**src/sprite_animation_script_sequencer_unit_defines.svh**
```systemverilog
// Assertion macros shared by the sprite script sequencer RTL.
`ifndef SPRITE_ANIMATION_SCRIPT_SEQUENCER_UNIT_DEFINES_SVH
`define SPRITE_ANIMATION_SCRIPT_SEQUENCER_UNIT_DEFINES_SVH

// Same-cycle implication, checked on every rising edge outside reset.
`define SASU_ASSERT_NOW(lbl, ante, cons, msg) \
    lbl: assert property (@(posedge i_clk) disable iff (!i_rst_n) (ante) |-> (cons)) \
        else $error(msg);

// Next-cycle implication, checked on every rising edge outside reset.
`define SASU_ASSERT_NEXT(lbl, ante, cons, msg) \
    lbl: assert property (@(posedge i_clk) disable iff (!i_rst_n) (ante) |=> (cons)) \
        else $error(msg);

`endif

```
**src/sasu_pkg.sv**
```systemverilog
// Package with the types, character codes and helpers of the sprite script sequencer.
`timescale 1ns / 1ps

package sasu_pkg;

    localparam logic [1:0] CMD_TICK   = 2'd0;
    localparam logic [1:0] CMD_BEGIN  = 2'd1;
    localparam logic [1:0] CMD_APPEND = 2'd2;

    localparam logic [7:0] CH_F = 8'h46;
    localparam logic [7:0] CH_W = 8'h57;
    localparam logic [7:0] CH_H = 8'h48;
    localparam logic [7:0] CH_S = 8'h53;
    localparam logic [7:0] CH_B = 8'h42;
    localparam logic [7:0] CH_0 = 8'h30;
    localparam logic [7:0] CH_9 = 8'h39;

    localparam logic [7:0] CH_LOWER_A  = 8'h61;
    localparam logic [7:0] CH_LOWER_Z  = 8'h7A;
    localparam logic [7:0] CASE_OFFSET = 8'h20;

    typedef enum logic [3:0] {
        S_IDLE   = 4'b0001,
        S_DECODE = 4'b0010,
        S_DIGIT  = 4'b0100,
        S_RESULT = 4'b1000
    } t_state;

    typedef struct packed {
        logic       clr;
        logic       en;
        logic [3:0] digit;
    } t_acc_ctrl;

    function automatic logic [7:0] to_upper(input logic [7:0] c);
        logic [7:0] res;
        res = c;
        if (c >= CH_LOWER_A && c <= CH_LOWER_Z) begin
            res = c - CASE_OFFSET;
        end
        return res;
    endfunction

endpackage

```
**src/sasu_store.sv**
```systemverilog
// Script character store: one write port and one registered read port.
`timescale 1ns / 1ps

module sasu_store #(
    parameter int DEPTH = 256,
    parameter int AW    = 8
) (
    input  logic          i_clk,
    input  logic          i_we,
    input  logic [AW-1:0] i_waddr,
    input  logic [7:0]    i_wdata,
    input  logic [AW-1:0] i_raddr,
    output logic [7:0]    o_rdata
);

    logic [7:0] r_mem [DEPTH];
    logic [7:0] r_rdata;

    always_ff @(posedge i_clk) begin
        if (i_we) begin
            r_mem[i_waddr] <= i_wdata;
        end
        r_rdata <= r_mem[i_raddr];
    end

    assign o_rdata = r_rdata;

endmodule

```
**src/sasu_digit_acc.sv**
```systemverilog
// Decimal accumulator: value times ten plus one digit, saturating at the all-ones value.
`timescale 1ns / 1ps

module sasu_digit_acc #(
    parameter int NW = 16
) (
    input  logic                i_clk,
    input  sasu_pkg::t_acc_ctrl i_ctrl,
    output logic [NW-1:0]       o_value
);

    import sasu_pkg::*;

    logic [NW-1:0] r_acc;
    logic [NW-1:0] n_acc;
    logic [NW+3:0] w_ext;
    logic [NW+3:0] w_sum;

    // Times ten as two shifts and an add; the result never needs more than four extra bits.
    assign w_ext = {4'b0000, r_acc};
    assign w_sum = (w_ext << 3) + (w_ext << 1) + {{NW{1'b0}}, i_ctrl.digit};

    always_comb begin
        n_acc = r_acc;
        if (i_ctrl.clr) begin
            n_acc = '0;
        end else if (i_ctrl.en) begin
            n_acc = (w_sum[NW+3:NW] != 4'b0000) ? {NW{1'b1}} : w_sum[NW-1:0];
        end
    end

    always_ff @(posedge i_clk) begin
        r_acc <= n_acc;
    end

    assign o_value = r_acc;

endmodule

```
**src/sprite_animation_script_sequencer_unit.sv**
```systemverilog
// Top level of the sprite script sequencer: command sequencer, state registers and result stage.
// Steps: begin, append, unused codes and ticks that are idle or only count down the wait
// go from acceptance straight to the result state; H, S, B and skipped characters pass
// decode first; F and W pass decode, then the digit state through the digits, then result.
// One item at a time: no new item is taken until the result is loaded and idle returns.
// Synchronous active-low reset clears the script length, position, frame and wait and shows
// the sprite; the character store is not cleared and needs no clearing pass.
`timescale 1ns / 1ps

`include "sprite_animation_script_sequencer_unit_defines.svh"

module sprite_animation_script_sequencer_unit #(
    parameter int SCRIPT_DEPTH = 256,
    parameter int NUMBER_WIDTH = 16
) (
    input  logic                    i_clk,
    input  logic                    i_rst_n,
    // Input channel: an item is taken when i_valid is high and o_stall is low.
    input  logic                    i_valid,
    output logic                    o_stall,
    input  logic [1:0]              i_cmd,
    input  logic [7:0]              i_script_char,
    // Result channel: an item leaves when o_valid is high and i_stall is low.
    output logic                    o_valid,
    input  logic                    i_stall,
    output logic [NUMBER_WIDTH-1:0] o_frame_number,
    output logic                    o_is_visible,
    output logic                    o_script_running,
    output logic                    o_load_overflow
);

    import sasu_pkg::*;

    localparam int AW = (SCRIPT_DEPTH > 1) ? $clog2(SCRIPT_DEPTH) : 1;
    localparam int LW = $clog2(SCRIPT_DEPTH + 1);

    // Sequencer and script state.
    t_state                  r_state, n_state;
    logic [LW-1:0]           r_len, n_len;
    logic [LW-1:0]           r_pos, n_pos;
    logic [NUMBER_WIDTH-1:0] r_frame, n_frame;
    logic [NUMBER_WIDTH-1:0] r_wait, n_wait;
    logic                    r_vis, n_vis;
    logic                    r_ovf, n_ovf;
    logic                    r_tgt_wait, n_tgt_wait;

    // Result stage.
    logic                    r_out_valid, n_out_valid;
    logic [NUMBER_WIDTH-1:0] r_out_frame;
    logic                    r_out_vis;
    logic                    r_out_run;
    logic                    r_out_ovf;
    logic                    w_out_load;

    // Store and accumulator connections.
    logic                    w_we;
    logic [AW-1:0]           w_raddr;
    logic [7:0]              w_rd;
    logic [7:0]              w_wdata;
    logic [LW-1:0]           w_pos_inc;
    logic                    w_is_digit;
    logic                    w_in_acc;
    t_acc_ctrl               w_acc_ctrl;
    logic [NUMBER_WIDTH-1:0] w_acc_value;

    sasu_store #(
        .DEPTH (SCRIPT_DEPTH),
        .AW    (AW)
    ) u_store (
        .i_clk   (i_clk),
        .i_we    (w_we),
        .i_waddr (r_len[AW-1:0]),
        .i_wdata (w_wdata),
        .i_raddr (w_raddr),
        .o_rdata (w_rd)
    );

    sasu_digit_acc #(
        .NW (NUMBER_WIDTH)
    ) u_acc (
        .i_clk   (i_clk),
        .i_ctrl  (w_acc_ctrl),
        .o_value (w_acc_value)
    );

    assign o_stall    = (r_state != S_IDLE);
    assign w_in_acc   = i_valid && !o_stall;
    assign w_wdata    = to_upper(i_script_char);
    assign w_pos_inc  = r_pos + 1'b1;
    assign w_is_digit = (w_rd >= CH_0) && (w_rd <= CH_9);

    // The store is read every cycle. In the idle state the address is the read position, so
    // the character under it is waiting in the read register when a tick moves to decode.
    // During number parsing the address runs one ahead, so each cycle sees the next digit.
    always_comb begin
        n_state     = r_state;
        n_len       = r_len;
        n_pos       = r_pos;
        n_frame     = r_frame;
        n_wait      = r_wait;
        n_vis       = r_vis;
        n_ovf       = r_ovf;
        n_tgt_wait  = r_tgt_wait;
        n_out_valid = r_out_valid && i_stall;
        w_out_load  = 1'b0;
        w_we        = 1'b0;
        w_raddr     = r_pos[AW-1:0];
        w_acc_ctrl  = '{clr: 1'b0, en: 1'b0, digit: w_rd[3:0]};

        unique case (r_state)
            S_IDLE: begin
                if (w_in_acc) begin
                    n_ovf   = 1'b0;
                    n_state = S_RESULT;
                    unique case (i_cmd)
                        CMD_TICK: begin
                            // An empty script does nothing; a pending wait only counts down.
                            if (r_len != '0) begin
                                if (r_wait != '0) begin
                                    n_wait = r_wait - 1'b1;
                                end else begin
                                    n_state = S_DECODE;
                                end
                            end
                        end
                        CMD_BEGIN: begin
                            n_len   = '0;
                            n_pos   = '0;
                            n_frame = '0;
                            n_wait  = '0;
                            n_vis   = 1'b1;
                        end
                        CMD_APPEND: begin
                            if (r_len == LW'(SCRIPT_DEPTH)) begin
                                n_ovf = 1'b1;
                            end else begin
                                w_we  = 1'b1;
                                n_len = r_len + 1'b1;
                            end
                        end
                        default: begin
                        end
                    endcase
                end
            end
            S_DECODE: begin
                n_state = S_RESULT;
                unique case (w_rd)
                    CH_F, CH_W: begin
                        n_pos           = w_pos_inc;
                        n_tgt_wait      = (w_rd == CH_W);
                        w_acc_ctrl.clr  = 1'b1;
                        w_raddr         = w_pos_inc[AW-1:0];
                        n_state         = S_DIGIT;
                    end
                    CH_H: begin
                        n_vis = 1'b0;
                        n_pos = w_pos_inc;
                    end
                    CH_S: begin
                        n_vis = 1'b1;
                        n_pos = w_pos_inc;
                    end
                    CH_B: begin
                        n_pos = '0;
                    end
                    default: begin
                        n_pos = w_pos_inc;
                    end
                endcase
                // Running off the end empties the script but keeps frame, wait and visibility.
                if (n_state == S_RESULT && n_pos >= r_len) begin
                    n_len = '0;
                    n_pos = '0;
                end
            end
            S_DIGIT: begin
                // A digit run never consumes the last character of the script.
                if (w_is_digit && w_pos_inc < r_len) begin
                    w_acc_ctrl.en = 1'b1;
                    n_pos         = w_pos_inc;
                    w_raddr       = w_pos_inc[AW-1:0];
                end else begin
                    if (r_tgt_wait) begin
                        n_wait = w_acc_value;
                    end else begin
                        n_frame = w_acc_value;
                    end
                    if (r_pos >= r_len) begin
                        n_len = '0;
                        n_pos = '0;
                    end
                    n_state = S_RESULT;
                end
            end
            S_RESULT: begin
                // Hold until the result stage is empty or being emptied this cycle.
                if (!(r_out_valid && i_stall)) begin
                    w_out_load  = 1'b1;
                    n_out_valid = 1'b1;
                    n_state     = S_IDLE;
                end
            end
            default: begin
                n_state = S_IDLE;
            end
        endcase
    end

    always_ff @(posedge i_clk) begin
        if (!i_rst_n) begin
            r_state     <= S_IDLE;
            r_len       <= '0;
            r_pos       <= '0;
            r_frame     <= '0;
            r_wait      <= '0;
            r_vis       <= 1'b1;
            r_ovf       <= 1'b0;
            r_tgt_wait  <= 1'b0;
            r_out_valid <= 1'b0;
        end else begin
            r_state     <= n_state;
            r_len       <= n_len;
            r_pos       <= n_pos;
            r_frame     <= n_frame;
            r_wait      <= n_wait;
            r_vis       <= n_vis;
            r_ovf       <= n_ovf;
            r_tgt_wait  <= n_tgt_wait;
            r_out_valid <= n_out_valid;
        end
    end

    always_ff @(posedge i_clk) begin
        if (w_out_load) begin
            r_out_frame <= r_frame;
            r_out_vis   <= r_vis;
            r_out_run   <= (r_len != '0);
            r_out_ovf   <= r_ovf;
        end
    end

    assign o_valid          = r_out_valid;
    assign o_frame_number   = r_out_frame;
    assign o_is_visible     = r_out_vis;
    assign o_script_running = r_out_run;
    assign o_load_overflow  = r_out_ovf;

    `SASU_ASSERT_NOW(a_len_in_range, 1'b1, r_len <= LW'(SCRIPT_DEPTH), "length past store depth")
    `SASU_ASSERT_NOW(a_pos_below_len, !o_stall && r_len != '0, r_pos < r_len, "position past end")
    `SASU_ASSERT_NEXT(a_accept_leaves_idle, w_in_acc, r_state != S_IDLE, "no start after accept")
    `SASU_ASSERT_NOW(a_result_src, $rose(r_out_valid), $past(r_state == S_RESULT), "stray result")

endmodule
```
**config.mk**
```make
export PLATFORM = sky130hd
export DESIGN_NAME = sprite_animation_script_sequencer_unit
export DESIGN_NICKNAME = d
export VERILOG_FILES = /design/src/sasu_pkg.sv /design/src/sasu_store.sv /design/src/sasu_digit_acc.sv /design/src/sprite_animation_script_sequencer_unit.sv
export VERILOG_INCLUDE_DIRS = /design/src /design/src/src
export SDC_FILE = /design/constraint.sdc
export NUM_CORES = 2
export LEC_CHECK = 0
export BUFFER_PORTS_ARGS = -buffer_cell sky130_fd_sc_hd__buf_2
export CAP_MARGIN = 20
export CORE_ASPECT_RATIO = 0.6
export CORE_UTILIZATION = 25
export DETAILED_ROUTE_END_ITERATION = 8
export MAX_ROUTING_LAYER = met4
export REMOVE_ABC_BUFFERS = 1
export SLEW_MARGIN = 20
export SYNTH_ARGS = -nofsm -noshare
export SYNTH_HDL_FRONTEND = slang
export SYNTH_SLANG_ARGS = --single-unit
```
**constraint.sdc**
```tcl
create_clock -name i_clk -period 11.7 [get_ports i_clk]
set_clock_uncertainty 0.15 [all_clocks]
set_input_delay 1.755 -clock i_clk [delete_from_list [all_inputs] [get_ports i_clk]]
set_output_delay 1.755 -clock i_clk [all_outputs]
set_load 0.01 [all_outputs]
```
==> results.yml <==
logic_synthesis:
  synth_top_area_share_pct: 70.3
  synth.area.top_cells: "edfxtp_1, nand2_1, nand3_1"
  synth_compound_area_share_pct: 5.63
  postSynthAreaPerCell_um2: 12.2
  ys_seq_area_share_pct: 72.2
  ys_warn_count: 0
  yosysUniqueCellTypes: 78
  netlist_instances: 7248
  synthFlopType: "edfxtp_1"
  synthSimpleGateAreaFrac_pct: 18.2
  yosys.area.top_type: "edfxtp_1"
  synthArstFlopShare_pct: 0
  yosys_register_bits: 2149
  synth_top_family_by_area: "simple AND/OR/NAND/NOR gates"
  synth_mux_area_share_pct: 0.380
  syn_area_um2: 88300
  synth_xor_area_share_pct: 0.218
  synth_edf_count: 2067
  synthAdderAreaFrac_pct: 0.981
cts:
  cts_setup_buffers: 0
  cts_tree: "done"
  path_clk_slew_ns: 0.07
  clock_path_buffers: 4
  ctsResizeCount: 0
  cts.sink_count: 2149
  cts_root_buffer: "clkbuf_16"
  cts_hold_buf: 0
  cts_buffers: 186
  clk_latency_ns: 0.86
  htreeDepth: 4
finish:
  nets: 7244
  area_growth_pct: 13.0
  final_common_cell: "nand2_1"
  layout-drive-gt1-share_pct: 6.96
  fillers: 35500
  layout_common_cells: "nand2_1, edfxtp_1, nand3_1, nor2_1, a21oi_1"
setup_path:
  critPathMaxStageDelay_ns: 0.69
  cp_max_fo: 70
  cp_cell_sequence: "ha_1, and3_1, nand3_1, xnor2_1, inv_1, ha_1, nand4_1, nor2_1, o31a_1, or3_1, inv_1, ha_1, nor2_1, or3_4, buf_4, buf_4, nand2_1, and3_1, a31oi_1, o221ai_1, a221o_1, o31ai_1, nor4b_2"
  cp.required_ns: 12.30
  cp-end-kind: "flip-flop"
  arrival_ns: 8.99
  startpoint_type: "flip-flop"
  crit_type: "reg2reg"
  cpMaxStageDelayCell: "o31ai_1"
  crit_top_cell: "ha_1"
status:
  status: "finished, final reports clean"
global_routing:
  grtUsageTotal_pct: 15.9
  grt_start_max_net_pins: 178
  grt.overflow.total: 0
  grt_pass1_vias: 55700
  antenna_found_initial: 30
  grt_pass1_wl_mm: 408
pwr:
  power.share.clock_pct: 41.4
  p_int_mw: 11.7
  irDropWorstVdd_mv: 0.106
  p_leak_nw: 32.7
  p_comb_share_pct: 1.8
  power_density_nw_per_um2: 149
  seqPwrFrac_pct: 56.9
  switchingPower_mw: 3.11
  sw_frac_of_total_pct: 21.0
  finalPower_mw: 14.8
placed_design:
  gp_congestion: 0.937
  port-buffer-count: 34
  dpl.hpwl_mm: 182
floorplanning:
  rows: 168
  start_util_pct: 25.2
  dieWidth_um: 769
  dieArea_um2: 356000
  pin_count: 35
  die_height_um: 462
  coreArea_um2: 350000
route:
  drc_errors: 0
  first_pass_iters: 7
  via_count: 61100
  drtAntennaViolNets: 0
  wire_per_inst_um: 24.0
  viasPerCell: 5.09
  wl_mm: 288
  drtIter0Drc: 10100
timing:
  max_freq_mhz: 119
  maxSlewHeadroom_pct: 15.7
  period_needed_ns: 8.39
  setup_violations: 0
  fin_hold_ws_ns: 0.281
  final_max_slew_viol_count: 0
  tightest_slew_ns: 1.26
  rsz0062_at_grt: "false"
  fin_crit_sh_pct: 71.7
  hold_viol: 0
min_path:
  hp-class: "reg2reg"
flow_run:
  cap_violations: 0
cell type report:
| type | instances | area (um2) | share of cell area (%) |
|---|---|---|---|
| flip-flops and latches | 2149 | 63700 | 63.9 |
| well taps | 4675 | 5850 | 5.87 |
| multi-input cells | 4601 | 22800 | 22.8 |
| repair buffers | 182 | 1500 | 1.50 |
| clock inverters | 87 | 820 | 0.822 |
| diodes | 38 | 95.1 | 0.0953 |
| inverters | 42 | 158 | 0.158 |
| clock buffers | 227 | 4850 | 4.86 |
registers in the layout (all words and copies together) (netlist names), 4 cells and up:
name	count
r_wait	16
u_acc.o_value	16
r_pos	9
u_store.o_rdata	8
u_store.r_mem	2048
r_frame	16
r_state	4
r_len	9
o_frame_number	16
Yosys cell counts (29+ instances only):
library cell  count
buf_1            66
nor4_1           50
edfxtp_1       2067
ha_1             66
nor3_1           38
inv_1            40
clkbuf_1        175
a31oi_1         126
nor2_1          350
o21ai_0          59
nand2_1        2120
buf_2           209
o22ai_1          38
a311oi_1         74
a21oi_1         268
dfxtp_1          82
and3_1          157
mux2i_1          29
nand3_1         901
power by group through the flow:
stage	combinational, mW	sequential [mW]	clock [mW]
detailed placement	0.256	8.61	0
global placement	0.246	8.61	0
floorplan	0.0828	8.62	0
CTS	0.256	8.44	6.17
global route	0.275	8.44	6.46
finish	0.262	8.44	6.14
worst paths after layout:
| path | from | to | slack [ns] | cells past startpoint |
|---|---|---|---|---|
| max | r_pos[0]$_SDFFE_PN0P_ | u_store.o_rdata[5]$_DFF_P_ | 3.31 | 23 |
| min reg2reg | r_frame[8]$_SDFFE_PN0P_ | o_frame_number[8]$_DFFE_PP_ | 0.28 | 0 |
| max reg2reg | r_pos[0]$_SDFFE_PN0P_ | u_store.o_rdata[5]$_DFF_P_ | 3.31 | 23 |
| min | r_frame[8]$_SDFFE_PN0P_ | o_frame_number[8]$_DFFE_PP_ | 0.28 | 0 |
per-stage QoR:
stage               util [%]  cells  instance area, um2  setup slack [ns]  setup TNS (ns)
global placement        26.7  11600               93700              1.69               0
global route            28.5  12000               99700              3.02               0
floorplan                  -   6792               86300            -10.99          -87.55
CTS                     28.4  12000               99600              3.53               0
detailed placement      26.8  11600               93900              3.66               0
finish                  28.5  12000               99700              3.31               0
per-layer routing:
metal | vias up | wire (um) | global-route usage, % | part of all wire, %
met5 | - | 0 | - | 0
met4 | 0 | 3930 | 2.34 | 1.4
met3 | 346 | 48300 | 7.39 | 17
met2 | 3787 | 108000 | 19.4 | 37
met1 | 30800 | 128000 | 23.8 | 44
li1 | 26200 | - | - | -
worst max-delay path: cells and delay by family, from the launching register on:
kind,cells,cell delay (ns)
flops,1,0.48
xor+xnor,1,0.32
fa+ha+maj,3,0.91
compound gates,5,2.33
buf+inv,4,1.50
simple gates,10,2.47
logic make-up after synthesis:
| family | count (synthesis) |
|---|---|
| XOR/XNOR | 22 |
| flip-flops | 2149 |
| buffers and inverters | 498 |
| AND/OR/NAND/NOR | 3718 |
| AO/OA/AOI/OAI | 761 |
| adder cells (fa/ha/maj) | 68 |
| multiplexers | 32 |
Power figures use the tool's default switching activity.
